## config.mk

```make
export PLATFORM = sky130hd
export DESIGN_NAME = byte_recurrence_checksum
export DESIGN_NICKNAME = d
export VERILOG_FILES = /design/src/sv/brc_pkg.sv /design/src/sv/byte_recurrence_checksum.sv
export VERILOG_INCLUDE_DIRS = /design/src /design/src/sv
export SDC_FILE = /design/constraint.sdc
export NUM_CORES = 1
export LEC_CHECK = 0
export ABC_AREA = 1
export BUFFER_PORTS_ARGS = -buffer_cell sky130_fd_sc_hd__buf_2
export CAP_MARGIN = 15
export CORE_MARGIN = 5
export CORE_UTILIZATION = 40
export DETAILED_ROUTE_END_ITERATION = 10
export GPL_TIMING_DRIVEN = 0
export MAX_ROUTING_LAYER = met4
export PLACE_DENSITY = 0.58
export SYNTH_ARGS = -nofsm -noshare
export SYNTH_HDL_FRONTEND = slang
export SYNTH_SLANG_ARGS = --single-unit
```

## constraint.sdc

```tcl
create_clock -name clk -period 14.4 [get_ports clk]
set_input_delay 1.44 -clock clk [delete_from_list [all_inputs] [get_ports clk]]
set_output_delay 1.44 -clock clk [all_outputs]
set_load 0.05 [all_outputs]
```

## src/sv/byte_recurrence_checksum_defines.svh

```systemverilog
// ----------------------------------------------------------------------------
// Assertion macros for byte_recurrence_checksum
// Immediate-consequence and next-cycle concurrent checks on clk, off in reset.
// ----------------------------------------------------------------------------
`ifndef BYTE_RECURRENCE_CHECKSUM_DEFINES_SVH
`define BYTE_RECURRENCE_CHECKSUM_DEFINES_SVH

// Check that cons holds in the same cycle as ante.
`define BRC_ASSERT_SAME(label, ante, cons, msg) \
  label: assert property (@(posedge clk) disable iff (rst) (ante) |-> (cons)) \
    else $error(msg);

// Check that cons holds in the cycle after ante.
`define BRC_ASSERT_NEXT(label, ante, cons, msg) \
  label: assert property (@(posedge clk) disable iff (rst) (ante) |=> (cons)) \
    else $error(msg);

`endif

```

## src/sv/brc_pkg.sv

```systemverilog
// ----------------------------------------------------------------------------
// brc_pkg
// Constants and the modulo-65535 fold for the byte recurrence checksum.
// ----------------------------------------------------------------------------
`default_nettype none

package brc_pkg;

  localparam int unsigned BRC_FIRST_OFFSET = 7;
  localparam int unsigned BRC_MODULUS      = 65535;

  // Bias that lifts any difference of the two products above zero.
  // beta * prev stays below 257 * 65535, so the biased sum is positive.
  localparam logic [25:0] BRC_FOLD_BIAS = 26'(257 * BRC_MODULUS);

  typedef logic [15:0] value_t;

  // Reduce a 26-bit value mod 65535 (2^16 is 1 mod 65535).
  function automatic value_t brc_mod65535(input logic [25:0] x);
    logic [16:0] y;
    logic [16:0] z;
    y = {1'b0, x[15:0]} + {7'b0, x[25:16]};
    z = {1'b0, y[15:0]} + {16'b0, y[16]};
    if (z[15:0] == value_t'(BRC_MODULUS)) begin
      z = '0;
    end
    return z[15:0];
  endfunction

endpackage

`default_nettype wire

```

## src/sv/byte_recurrence_checksum.sv

```systemverilog
// ----------------------------------------------------------------------------
// byte_recurrence_checksum
// Second-order recurrence checksum over byte messages, one byte per cycle.
// ----------------------------------------------------------------------------
// Bytes enter on the slave stream, tlast marking the final byte of a message.
// The first byte loads curr = byte + 7 and prev = 1; each later byte at
// position i forms (byte + 17i mod 256) * curr - (31i mod 256) * prev, takes
// it mod 65535 (a negative difference counts as difference + 2^64, i.e. one
// more mod 65535) and shifts the pair along. On the final byte one word with
// the checksum leaves on the master stream and the state clears for the next
// message. The checksum passes the input and then the output register; a
// new byte is taken every cycle. The rate is set by the combinational state
// update loop: a 9x16 and an 8x16 multiply, a biased subtract and a two-step
// mod-65535 fold between the input register and the state registers. The
// output register lets the block keep taking bytes while a checksum waits;
// only a final byte waits for the output register to be free.
`default_nettype none

module byte_recurrence_checksum
  import brc_pkg::*;
(
  input  wire logic        clk,
  input  wire logic        rst,
  input  wire logic        s_axis_tvalid,
  output logic             s_axis_tready,
  input  wire logic [7:0]  s_axis_tdata,   // [7:0] data_byte
  input  wire logic        s_axis_tlast,   // last_byte
  output logic             m_axis_tvalid,
  input  wire logic        m_axis_tready,
  output logic [15:0]      m_axis_tdata    // [15:0] checksum
);

  // Input register
  logic       in_valid;
  logic [7:0] in_byte;
  logic       in_last;

  // Recurrence state
  value_t     prev_value;
  value_t     curr_value;
  logic [7:0] byte_position;
  logic       in_message;

  value_t     prev_value_next;
  value_t     curr_value_next;
  logic [7:0] byte_position_next;
  logic       in_message_next;

  logic       out_free;
  logic       advance;

  logic [7:0]  alpha;
  logic [7:0]  beta;
  logic [8:0]  factor;
  logic [24:0] prod_a;
  logic [23:0] prod_b;
  logic        negative;
  logic [25:0] biased;
  value_t      folded;

  // Output slot is free when empty or being drained this cycle.
  assign out_free      = !m_axis_tvalid || m_axis_tready;
  // Advance the held byte unless it ends a message and the output is full.
  assign advance       = in_valid && (!in_last || out_free);
  assign s_axis_tready = !in_valid || advance;

  // Position coefficients: 17i and 31i, kept to 8 bits.
  assign alpha  = byte_position + {byte_position[3:0], 4'b0};
  assign beta   = {byte_position[2:0], 5'b0} - byte_position;
  assign factor = {1'b0, in_byte} + {1'b0, alpha};
  assign prod_a = factor * curr_value;
  assign prod_b = beta * prev_value;

  // A wrapped negative difference adds 2^64, which is 1 mod 65535.
  assign negative = ({1'b0, prod_b} > prod_a);
  assign biased   = {1'b0, prod_a} + BRC_FOLD_BIAS - {2'b0, prod_b}
                  + {25'b0, negative};
  assign folded   = brc_mod65535(biased);

  always_comb begin
    prev_value_next    = prev_value;
    curr_value_next    = curr_value;
    byte_position_next = byte_position;
    in_message_next    = in_message;
    if (advance) begin
      if (!in_message) begin
        prev_value_next    = value_t'(1);
        curr_value_next    = value_t'({8'b0, in_byte} + 16'(BRC_FIRST_OFFSET));
        byte_position_next = 8'd1;
        in_message_next    = 1'b1;
      end else begin
        prev_value_next    = curr_value;
        curr_value_next    = folded;
        byte_position_next = byte_position + 8'd1;
      end
      // Clear for the next message after the final byte.
      if (in_last) begin
        prev_value_next    = value_t'(1);
        byte_position_next = '0;
        in_message_next    = 1'b0;
      end
    end
  end

  always_ff @(posedge clk) begin
    if (rst) begin
      in_valid <= 1'b0;
    end else if (s_axis_tready) begin
      in_valid <= s_axis_tvalid;
    end
    if (s_axis_tready && s_axis_tvalid) begin
      in_byte <= s_axis_tdata;
      in_last <= s_axis_tlast;
    end
  end

  always_ff @(posedge clk) begin
    if (rst) begin
      prev_value    <= value_t'(1);
      curr_value    <= '0;
      byte_position <= '0;
      in_message    <= 1'b0;
    end else begin
      prev_value    <= prev_value_next;
      curr_value    <= in_last && advance ? '0 : curr_value_next;
      byte_position <= byte_position_next;
      in_message    <= in_message_next;
    end
  end

  // Output register: load the checksum as the final byte advances.
  always_ff @(posedge clk) begin
    if (rst) begin
      m_axis_tvalid <= 1'b0;
    end else if (advance && in_last) begin
      m_axis_tvalid <= 1'b1;
    end else if (m_axis_tready) begin
      m_axis_tvalid <= 1'b0;
    end
    if (advance && in_last) begin
      m_axis_tdata <= curr_value_next;
    end
  end

  `include "byte_recurrence_checksum_defines.svh"

  `BRC_ASSERT_SAME(a_checksum_range, m_axis_tvalid, m_axis_tdata != 16'hFFFF,
    "checksum out of range")
  `BRC_ASSERT_SAME(a_state_range, in_message, curr_value != 16'hFFFF,
    "running value out of range")
  `BRC_ASSERT_NEXT(a_final_clears, advance && in_last,
    !in_message && byte_position == 8'd0 && m_axis_tvalid,
    "final byte did not clear state or present checksum")
  `BRC_ASSERT_SAME(a_idle_state, !in_message,
    byte_position == 8'd0 && prev_value == 16'd1,
    "idle state not at reset values")
  `BRC_ASSERT_NEXT(a_open_message, advance && !in_last, in_message,
    "message not open after a non-final byte")

endmodule

`default_nettype wire
```

# ---- Yosys cells after proc, flatten, opt, wreduce, memory -nomap -nowiden
# Index checks and enable logic that the tools add are counted.
# W data, S select, Z words.
dict set report op_classes {
  add_sub_neg 10
  multipliers 2
  n_lt_le_gt_ge 1
  n_eq_ne 1
  n_mux 10
  reduce_logical 11
}
# op n
set op_table {}
lappend op_table {{$mux W16} 5}
lappend op_table {{$add A25 B25 Y26 const B} 1}
lappend op_table {{$add A26 B1 Y26} 1}
lappend op_table {{$sub A26 B24 Y26} 1}
lappend op_table {{$gt A24 B25 Y1} 1}
lappend op_table {{$mul A9 B16 Y25} 1}
lappend op_table {{$mul A8 B16 Y24} 1}
lappend op_table {{$add A16 B10 Y17} 1}
lappend op_table {{$add A16 B1 Y16} 1}
lappend op_table {{$eq A16 B16 Y1 const B} 1}
lappend op_table {{$mux W8} 2}
lappend op_table {{$add A8 B3 Y9 const B} 1}
lappend op_table {{$add A8 B8 Y9} 1}
lappend op_table {{$add A8 B1 Y8 const B} 1}
lappend op_table {{$add A8 B8 Y8} 1}
lappend op_table {{$sub A8 B8 Y8} 1}
lappend op_table {{$logic_and A1 B1 Y1} 3}
lappend op_table {{$logic_not A1 Y1} 3}
lappend op_table {{$logic_or A1 B1 Y1} 3}
lappend op_table {{$mux W1} 3}
lappend op_table {{$reduce_bool A2 Y1} 1}
lappend op_table {{$reduce_or A2 Y1} 1}
dict set report totals {
  register_bits 68
  output_inout_bits 18
  elab_cells 44
}

# ---- Logic depth before layout (Yosys ltp)
# Gate-level depths: netlist of run 1.
dict set report depth {
  word_depth 12
  mapped_depth 90
  ltp_nobuf 88
}

# ---- Least setup slack after synthesis of run 1
# OpenSTA, ideal clock, no wires.
dict set report synth_path {
  path_type {register -> register}
  start {register byte_position[0]}
  end {register m_axis_tdata[5], data pin}
  arrival_time_ns 12.105
  required_time_ns 14.149
  path_slack_ns 2.044
  stages_incl_launch_ff 82
  n_path_buf 2
  synth_period_minus_slack_ns 12.356
  path_cell_list {dfxtp_1 -> ha_1 -> fa_1 -> ha_1 -> nand2_1 -> nand2_1 -> a21oi_1 -> or2_2 -> nand2_1 -> clkbuf_1 -> nor2_1 -> fa_1 -> inv_1 -> fa_1 -> fa_1 -> inv_1 -> fa_1 -> ha_1 -> [... 46 more ...] -> ha_1 -> inv_1 -> nor2_4 -> nand3_2 -> nor2_2 -> nand3_2 -> clkinv_2 -> nand3_4 -> nor2_4 -> nand3_2 -> nor2_4 -> xor2_2 -> nand3_4 -> buf_6 -> nand2_2 -> nand2_1 -> nand2_1 -> inv_1}
}
dict set report synth_via {
  elab_chain_cells 12
}
# element line
set synth_lines {}
lappend synth_lines {{start, declared} byte_recurrence_checksum.sv:41} ;# logic [7:0] byte_position;
lappend synth_lines {{start signal, assigned} byte_recurrence_checksum.sv:126} ;# byte_position <= byte_position_next;
lappend synth_lines {{$add A8 B8 Y8} byte_recurrence_checksum.sv:68} ;# assign alpha = byte_position + {byte_position[3:0], 4'b0};
lappend synth_lines {{$add A8 B8 Y9} byte_recurrence_checksum.sv:70} ;# assign factor = {1'b0, in_byte} + {1'b0, alpha};
lappend synth_lines {{$mul A9 B16 Y25} byte_recurrence_checksum.sv:71} ;# assign prod_a = factor * curr_value;
lappend synth_lines {{$add A25 B25 Y26} byte_recurrence_checksum.sv:76} ;# assign biased = {1'b0, prod_a} + BRC_FOLD_BIAS - {2'b0, prod_b}
lappend synth_lines {{$sub A26 B24 Y26} byte_recurrence_checksum.sv:76}
lappend synth_lines {{$add A26 B1 Y26 *} byte_recurrence_checksum.sv:77} ;# + {25'b0, negative};
lappend synth_lines {{$add A16 B10 Y17 *} brc_pkg.sv:22} ;# y = {1'b0, x[15:0]} + {7'b0, x[25:16]};
lappend synth_lines {{$add A16 B1 Y16 *} brc_pkg.sv:23} ;# z = {1'b0, y[15:0]} + {16'b0, y[16]};
lappend synth_lines {{$eq A16 B16 Y1} brc_pkg.sv:24} ;# if (z[15:0] == value_t'(BRC_MODULUS)) begin
lappend synth_lines {{$mux W16 *} brc_pkg.sv:24}
lappend synth_lines {{$mux W16 *} byte_recurrence_checksum.sv:86} ;# if (!in_message) begin
lappend synth_lines {{$mux W16 *} byte_recurrence_checksum.sv:85} ;# if (advance) begin
lappend synth_lines {{net curr_value_next[5]} byte_recurrence_checksum.sv:45} ;# value_t curr_value_next;
lappend synth_lines {{end signal, assigned} byte_recurrence_checksum.sv:141} ;# m_axis_tdata <= curr_value_next;
lappend synth_lines {{end, declared} byte_recurrence_checksum.sv:30} ;# output logic [15:0] m_axis_tdata
# Mark *: on every way through the listed nets, which the timed path passes. The rest lies on a longest branch.
# A chain may end at the register's enable or synchronous reset.

# ---- Worst setup path after layout of run 1
dict set report layout_path {
  start {register byte_position[4]}
  end {register m_axis_tdata[6], data pin}
}
# Same word-level chain as after synthesis.

==> results.toml, run 1 <==
[critical_path]
cp-end-kind = "flip-flop"
highest_net_fanout_along_the_worst_path = 10
criticalPathCategory = "flip-flop to flip-flop"
startpoint_type = "flip-flop"
r2r_slack_ns = 0.95
critical-path-top-cell-by-count = "nand2_1"
cpMaxStageDelayCell = "fa_1"
timing.critical_path.required_ns = 14.49
worst-endpoint-arrival_ns = 13.54
crit_path_max_incr_delay_ns = 0.59

[finish]
multi_input_comb_area_um2 = 11500
final_net_count = 2476
layout-drive-gt1-share_pct = 8.66
most-common-layout-cells = "nand2_1, inv_1, fa_1, nor2_1, ha_1"
seqCellArea_um2 = 1630
area_growth_pct = 9.70
antenna-diode-count = 0
n_fill_cell = 3805
most_common_library_cell_in_the_layout_ignoring_fill_and_taps = "nand2_1"

[sta]
fmaxAchievable_ghz = 0.0744
final-hold-violation-count = 0
tightest_pin_transition_ns = 0.715
drv_slew = 0
final_critical_path_setup_slack_ns = 0.954
finalCritPeriodShare_pct = 93.4
skew_ns = 0.00701
final.min_clock_period_ns = 13.45
max-slew-margin-rel_pct = 52.3
setup-violations-final = 0

[logic_synthesis]
synth_seq_area_share_pct = 10.9
netlist_area_um2 = 14800
synth_async_sr_flop_share_pct = 0
synth_fp_nets = 2427
yosys.area_share.adder_pct = 41.6
synth.yosys.warnings = 0
post_synthesis_share_of_cell_area_spent_on_and_or_nand_and_nor_gates_pct = 23.1
synth_top_family_by_area = "adder cells"
postSynthAreaPerCell_um2 = 7.28
synth_enable_flop_cells = 25
synthXorXnorAreaFrac_pct = 4.42
synth-seq-cells = 68
unique_masters_post_synth = 48
postSynth.topFlopCell = "dfxtp_1"
post_synthesis_cells = 2036
synth_compound_gate_area_share_pct = 6.55
yosys-mux-area-fraction_pct = 0

[die]
core_area_um2 = 36600
die_w_um = 202
initial_utilization_pct = 40.5
std_cell_rows = 70
top_level_ports = 31
die_area_um2 = 41000
floorplan.die.height_um = 202

[route]
remaining_drc_errors = 0
detail_route.vias_per_cell = 4.93
dr.pass1.iters = 5
detail_route.wl_per_cell_um = 15.8
route.vias.total = 12622
wl_mm = 40.4
postRouteAntennaNets = 0
detail_route.iter0.violations = 767

[pwr]
power_per_cell_area_nw_per_um2 = 202
p_sw_uw = 2080
leakage_uw = 0.00855
clock_power_share_pct = 7.1
ir_worst_vdd_mv = 0.236
power.internal_uw = 1200
switching_share_of_power_pct = 63.4
power.share.combinational_pct = 86.1
finalPower_uw = 3280
seqPwrFrac_pct = 6.8

[placement]
dp_hpwl_mm = 35.0
quantity_of_i_o_buffers_inserted_on_ports = 30
dp_worst_setup_slack_ns = -0.477
gp_congestion = 0.945

[cts]
numCtsBuffers = 9
tritoncts = "built"
clock_sinks = 68
clock_tree.buffer_depth = 2
cts_max_level = 3
clk_pin_slew_ns = 0.06
ctsRootBufferMaster = "clkbuf_16"
clk-insertion-delay-late_ns = 0.34
hold_buffers = 0

[job]
timing.max_cap.violations = 0

[global_route]
grt_pass1_wl_mm = 65.2
vias_in_the_first_global_route = 12470
grt.overflow.total = 0
track_usage_pct = 20.4
antenna_violations_before_repair = 0
grt_max_degree = 18

[min_path]
min_path_type = "flip-flop to flip-flop"

[status]
outcome = "finished, final reports clean"
registers in the layout, indices dropped and copies added, names as in the netlist:
signal / count
m_axis_tvalid: 1
m_axis_tdata: 16
in_message: 1
byte_position: 8
in_last: 1
in_byte: 8
prev_value: 16
curr_value: 16
in_valid: 1
cell usage after synthesis, drive strengths merged, types with 20 or more instances:
cell type | count | area, um2
nand2 | 498 | 1910
inv | 477 | 1790
nor2 | 200 | 808
fa | 192 | 3840
ha | 186 | 2330
a21oi | 106 | 538
nand3 | 71 | 430
dfxtp | 43 | 861
xor2 | 43 | 384
o21ai | 40 | 200
clkbuf | 36 | 138
xnor2 | 31 | 272
edfxtp | 25 | 751
nand4 | 20 | 125
metrics by stage:
stage,utilization (%),TNS (ns),std cells,instance area (um2),hold slack [ns]
after floorplan,-,0,2036,14800,0.465
after global placement,42.5,-4.16,2534,15600,0.474
after detailed placement,42.5,-9.12,2534,15600,0.481
after CTS,43.5,0,2551,15900,0.490
after global routing,44.4,-0.0849,2558,16300,0.517
final,44.4,0,2558,16300,0.487
worst max-delay path: cells and delay by family, from the launching register on:
| kind | cells | cell delay [ns] |
|---|---|---|
| flip-flops | 1 | 0.37 |
| AO/OA/AOI/OAI | 10 | 1.33 |
| buffers and inverters | 14 | 1.37 |
| adder cells (fa/ha/maj) | 15 | 5.18 |
| AND/OR/NAND/NOR | 42 | 4.54 |
| XOR/XNOR | 2 | 0.40 |
area by class of cell:
class	instances	area share, %
Buffer	43	1.26
Timing Repair Buffer	39	1.34
Tap cell	468	3.60
Multi-Input combinational cell	1443	70.7
Clock buffer	10	1.54
Sequential cell	68	10.0
Clock inverter	6	0.408
Inverter	481	11.1
final timing paths:
check / endpoint / cells after the start / startpoint
setup reg to reg: m_axis_tdata[6]$_DFFE_PP_ / 83 / byte_position[4]$_SDFFE_PP0P_
hold / removal: curr_value[13]$_SDFF_PP0_ / 2 / curr_value[13]$_SDFF_PP0_
hold reg to reg: curr_value[13]$_SDFF_PP0_ / 2 / curr_value[13]$_SDFF_PP0_
setup / recovery: m_axis_tdata[6]$_DFFE_PP_ / 83 / byte_position[4]$_SDFFE_PP0P_
metal layers:
metal  up-vias  part of all wire, %  global-route usage [%]
met5         -                    0                       -
met3        58                  4.8                    2.01
met2       303                   46                    32.1
li1       6237                    -                       -
met1      6024                   47                    28.6
met4         0                  2.7                    4.97
timing repair:
| item | 4_1_cts | 5_1_grt |
|---|---|---|
| gates cloned | 0 | 0 |
| gates resized for setup | 16 | 90 |
| pin swaps | 1 | 12 |
| setup buffers | 1 | 8 |
| setup endpoints to repair | 32 | 32 |
power groups by stage:
stage | Clock [uW] | Sequential [uW] | Combinational (uW)
2_1_floorplan | 0 | 230 | 1930
3_3_place_gp | 0 | 227 | 2700
3_5_place_dp | 0 | 227 | 2720
4_1_cts | 235 | 223 | 2740
5_1_grt | 247 | 224 | 3150
6_report | 232 | 223 | 2820
logic make-up after synthesis:
logic type,Yosys count
AOI/OAI and AO/OA,177
DFF,68
and+or+nand+nor,814
xor gates and xnor gates,74
adders and majority gates,378
buffers and inverters,525
(Power assumes the default switching activity.)
==> run 2, diff against run 1 <==
==> constraint.sdc (replaced) <==
create_clock -name clk -period 15.8 [get_ports clk]
set_input_delay 1.58 -clock clk [delete_from_list [all_inputs] [get_ports clk]]
set_output_delay 1.58 -clock clk [all_outputs]
set_load 0.05 [all_outputs]
==> results.toml, run 2 (same netlist as run 1, synthesis figures left out) <==
[finish]
top_regs = "curr_value x16, m_axis_tdata x16, prev_value x16"
most_common_library_cell_in_the_layout_ignoring_fill_and_taps = "nand2_1"
final_net_count = 2468
finish.instance_area_um2 = 15900
layout-drive-gt1-share_pct = 5.72
most-common-layout-cells = "nand2_1, inv_1, fa_1, nor2_1, ha_1"
n_fill_cell = 3830
area_growth_pct = 7.35
antenna-diode-count = 0

[sta]
tns_ns = 0
finalHoldWorstSlack_ns = 0.485
tightest_pin_transition_ns = 0.780
skew_ns = 0.00666
fmaxAchievable_ghz = 0.0684
max-slew-margin-rel_pct = 47.8
drv_slew = 0
setup-violations-final = 0
grt_setup_unrepaired = "no"
final-hold-violation-count = 0
final_critical_path_setup_slack_ns = 1.17
final.min_clock_period_ns = 14.63
finalCritPeriodShare_pct = 92.6

[critical_path]
highest_net_fanout_along_the_worst_path = 10
critical-path-top-cell-by-count = "nand2_1"
critPathLaunch = "byte_position[4]$_SDFFE_PP0P_"
timing.critical_path.required_ns = 15.89
cp-end-kind = "flip-flop"
worst_r2r_startpoint = "byte_position[4]$_SDFFE_PP0P_"
worst-endpoint-arrival_ns = 14.72
criticalPathCategory = "flip-flop to flip-flop"
r2r_cells = 86
startpoint_type = "flip-flop"
crit_path_max_incr_delay_ns = 0.59
worst_r2r_endpoint = "m_axis_tdata[6]$_DFFE_PP_"
cpMaxStageDelayCell = "fa_1"
r2r_slack_ns = 1.17

[pwr]
power_per_cell_area_nw_per_um2 = 184
ir_worst_vdd_mv = 0.216
finalPower_uw = 2920
leakage_uw = 0.00846

[placement]
dp_hpwl_mm = 35.0
gp_congestion = 0.945
dp_worst_setup_slack_ns = 0.923
quantity_of_i_o_buffers_inserted_on_ports = 30
dpl_cell_area_um2 = 15600

[route]
route.vias.total = 12561
wl_mm = 40.0
remaining_drc_errors = 0
postRouteAntennaNets = 0
detail_route.iter0.violations = 860
detail_route.vias_per_cell = 4.93
detail_route.wl_per_cell_um = 15.7
dr.pass1.iters = 5

[cts]
ctsRootBufferMaster = "clkbuf_16"
tritoncts = "built"
clk-insertion-delay-late_ns = 0.34
clock_tree.buffer_depth = 2
hold_buffers = 0
clk_pin_slew_ns = 0.06
clock_sinks = 68
cts_max_level = 3
numCtsBuffers = 9

[die]
std_cell_rows = 70
die_w_um = 202
floorplan.die.height_um = 202
initial_utilization_pct = 40.5
core_area_um2 = 36600
top_level_ports = 31
die_area_um2 = 41000

[min_path]
hold_endpoint = "curr_value[13]$_SDFF_PP0_"
min-delay-start = "curr_value[13]$_SDFF_PP0_"
worstHoldPathCells = 2
min_path_type = "flip-flop to flip-flop"

[global_route]
antenna_violations_before_repair = 0
track_usage_pct = 20.4
grt.overflow.total = 0
vias_in_the_first_global_route = 12455
grt_max_degree = 18
grt_pass1_wl_mm = 65.1

[status]
outcome = "finished, final reports clean"

[job]
timing.max_cap.violations = 0
run 2: how the worst max path moves through the flow:
stage                                endpoint  slack (ns)  cells past startpoint
floorplan           m_axis_tdata[5]$_DFFE_PP_        3.44                     81
global placement    m_axis_tdata[6]$_DFFE_PP_        1.09                     86
detailed placement  m_axis_tdata[6]$_DFFE_PP_        0.92                     86
CTS                 m_axis_tdata[6]$_DFFE_PP_        0.89                     84
global route        m_axis_tdata[6]$_DFFE_PP_        0.03                     84
finish              m_axis_tdata[6]$_DFFE_PP_        1.17                     86
run 2: layout make-up:
class	count	area, um2	area share [%]
Buffer	43	181	1.14
Clock buffer	10	250	1.57
Clock inverter	6	66.3	0.417
Inverter	481	1810	11.4
Multi-Input combinational cell	1443	11200	70.7
Sequential cell	68	1610	10.1
Tap cell	468	586	3.68
Timing Repair Buffer	31	158	0.991
run 2: routing by layer:
layer	global-route usage [%]	wire (um)
met3	2.04	2100
met4	4.83	1090
met5	-	0
met1	28.6	18600
met2	32.1	18200
run 2: critical path: cells and delay by family, from the launching register on:
family                   cells  cell delay (ns)
AO/OA/AOI/OAI               11             1.62
XOR/XNOR                     2             0.42
adder cells (fa/ha/maj)     15             5.48
buffers and inverters       14             1.35
flip-flops                   1             0.51
AND/OR/NAND/NOR             44             4.99
run 2: what timing repair did:
action / 4_1_cts / 5_1_grt
buffers inserted: 0 / 1
resized for setup: 0 / 15
setup endpoints to repair: 0 / 32
run 2: metrics by stage:
| step | util (%) | cells |
|---|---|---|
| 6_report | 43.4 | 2550 |
| 2_1_floorplan | - | 2036 |
| 4_1_cts | 43.3 | 2550 |
| 3_3_place_gp | 42.5 | 2534 |
| 3_5_place_dp | 42.5 | 2534 |
| 5_1_grt | 43.4 | 2550 |
run 2: power by group:
group / total (uW) / switching [uW] / internal (uW) / leakage, uW
sequential: 204 / 11.4 / 192 / 0.000587
clock: 210 / 77.5 / 133 / 0.000159
combinational: 2510 / 1770 / 735 / 0.00771
==> run 3, diff against run 2 <==
--- a/config.mk
+++ b/config.mk
@@ -12,7 +12,6 @@
 export CORE_MARGIN = 5
 export CORE_UTILIZATION = 40
 export DETAILED_ROUTE_END_ITERATION = 10
-export GPL_TIMING_DRIVEN = 0
 export MAX_ROUTING_LAYER = met4
 export PLACE_DENSITY = 0.58
 export SYNTH_ARGS = -nofsm -noshare
==> results.toml, run 3 (same netlist as run 1, synthesis figures left out) <==
[status]
outcome = "finished, final reports clean"

[sta]
skew_ns = 0.00597
fmaxAchievable_ghz = 0.0690
final.min_clock_period_ns = 14.49
max-slew-margin-rel_pct = 38.8
finalCritPeriodShare_pct = 91.7
tns_ns = 0
grt_setup_unrepaired = "no"
setup-violations-final = 0
drv_slew = 0
tightest_pin_transition_ns = 0.917
final-hold-violation-count = 0

[global_route]
grt_pass1_wl_mm = 66.4
track_usage_pct = 20.6
grt_max_degree = 50
grt.overflow.total = 0
antenna_violations_before_repair = 0
vias_in_the_first_global_route = 12611

[route]
route.vias.total = 12603
wl_mm = 41.1
detail_route.wl_per_cell_um = 16.4
detail_route.iter0.violations = 885
postRouteAntennaNets = 0
detail_route.vias_per_cell = 5.02
remaining_drc_errors = 0
dr.pass1.iters = 5

[critical_path]
crit_path_max_incr_delay_ns = 0.54
criticalPathCategory = "flip-flop to flip-flop"
cp-end-kind = "flip-flop"
cpMaxStageDelayCell = "fa_1"
timing.critical_path.required_ns = 15.89
critical-path-top-cell-by-count = "nand2_1"
worst-endpoint-arrival_ns = 14.58
highest_net_fanout_along_the_worst_path = 24
startpoint_type = "flip-flop"

[placement]
dpl_cell_area_um2 = 15400
dp_hpwl_mm = 35.0
gp_congestion = 0.941
quantity_of_i_o_buffers_inserted_on_ports = 30

[die]
floorplan.die.height_um = 202
die_area_um2 = 41000
die_w_um = 202
std_cell_rows = 70
initial_utilization_pct = 40.5
top_level_ports = 31
core_area_um2 = 36600

[finish]
antenna-diode-count = 0
finish.instance_area_um2 = 15700
layout-drive-gt1-share_pct = 5.10
most_common_library_cell_in_the_layout_ignoring_fill_and_taps = "nand2_1"
final_net_count = 2427
most-common-layout-cells = "nand2_1, inv_1, fa_1, nor2_1, ha_1"
area_growth_pct = 5.82
top_regs = "curr_value x16, m_axis_tdata x16, prev_value x16"

[cts]
ctsRootBufferMaster = "clkbuf_16"
clock_tree.buffer_depth = 2
cts_max_level = 3
clk-insertion-delay-late_ns = 0.33
numCtsBuffers = 9
clk_pin_slew_ns = 0.05
tritoncts = "built"
clock_sinks = 68

[pwr]
leakage_uw = 0.00835
power_per_cell_area_nw_per_um2 = 179
ir_worst_vdd_mv = 0.178

[job]
timing.max_cap.violations = 0

[min_path]
min_path_type = "flip-flop to flip-flop"
run 3: changes by cell type in the layout (fill, tap and decap cells not counted), moves of 2 or more:
cell / before / now
o21ai_1: 7 / 5
xnor2_1: 28 / 31
clkbuf_2: 5 / 0
xnor2_2: 3 / 0
buf_2: 32 / 30
clkinv_2: 1 / 3
inv_4: 3 / 0
clkbuf_1: 30 / 4
buf_1: 4 / 0
dfxtp_2: 2 / 0
dfxtp_1: 41 / 43
o21ai_0: 33 / 35
run 3: final timing paths:
path | cells after the start | slack (ns) | start | to
hold / removal | 2 | 0.53 | in_valid$_SDFFE_PP0N_ | in_valid$_SDFFE_PP0N_
hold reg to reg | 2 | 0.53 | in_valid$_SDFFE_PP0N_ | in_valid$_SDFFE_PP0N_
setup / recovery | 78 | 1.31 | byte_position[0]$_SDFFE_PP0P_ | m_axis_tdata[4]$_DFFE_PP_
setup reg to reg | 78 | 1.31 | byte_position[0]$_SDFFE_PP0P_ | m_axis_tdata[4]$_DFFE_PP_
run 3: stage by stage:
stage | power (uW) | hold WS (ns) | util, % | instances | worst slack, ns
floorplan | 1970 | 0.465 | - | 2036 | 3.44
global placement | 2580 | 0.522 | 42.1 | 2493 | 1.57
detailed placement | 2600 | 0.525 | 42.1 | 2493 | 1.32
CTS | 2810 | 0.533 | 42.8 | 2509 | 1.29
global route | 3100 | 0.562 | 42.8 | 2509 | 0.157
finish | 2810 | 0.534 | 42.8 | 2509 | 1.31
run 3: final cells by class:
type / instances / area, um2
Fill cell: 3849 / 20900
Multi-Input combinational cell: 1443 / 11200
Inverter: 481 / 1810
Sequential cell: 68 / 1610
Tap cell: 468 / 586
Clock buffer: 14 / 265
Timing Repair Buffer: 33 / 173
Clock inverter: 2 / 10.0
run 3: worst max-delay path: cells and delay by family (launching register included):
| family | cells | cell delay [ns] |
|---|---|---|
| flops | 1 | 0.30 |
| buf+inv | 12 | 1.13 |
| fa+ha+maj | 15 | 5.31 |
| compound gates | 12 | 2.52 |
| simple gates | 36 | 4.33 |
| xor+xnor | 3 | 0.62 |
run 3: where the power goes:
part / internal (uW) / switching, uW / total, uW
Combinational: 731 / 1690 / 2420
Sequential: 193 / 18.0 / 211
Clock: 115 / 69.1 / 184
Total: 1040 / 1780 / 2810
run 3: timing repair:
action / in CTS / in global routing
gates resized for setup: 0 / 1
endpoints found under the setup margin: 0 / 1
endpoints found under the hold margin: 0 / 0
hold buffers: 0 / 0
setup buffers: 0 / 0
run 3: layer usage:
layer | vias up | share of wire [%] | global-route usage [%]
met1 | 6108 | 45 | 27.9
met4 | 0 | 3.0 | 4.95
li1 | 6121 | - | -
met3 | 62 | 5.1 | 2.00
met2 | 312 | 47 | 33.7
met5 | - | 0 | -
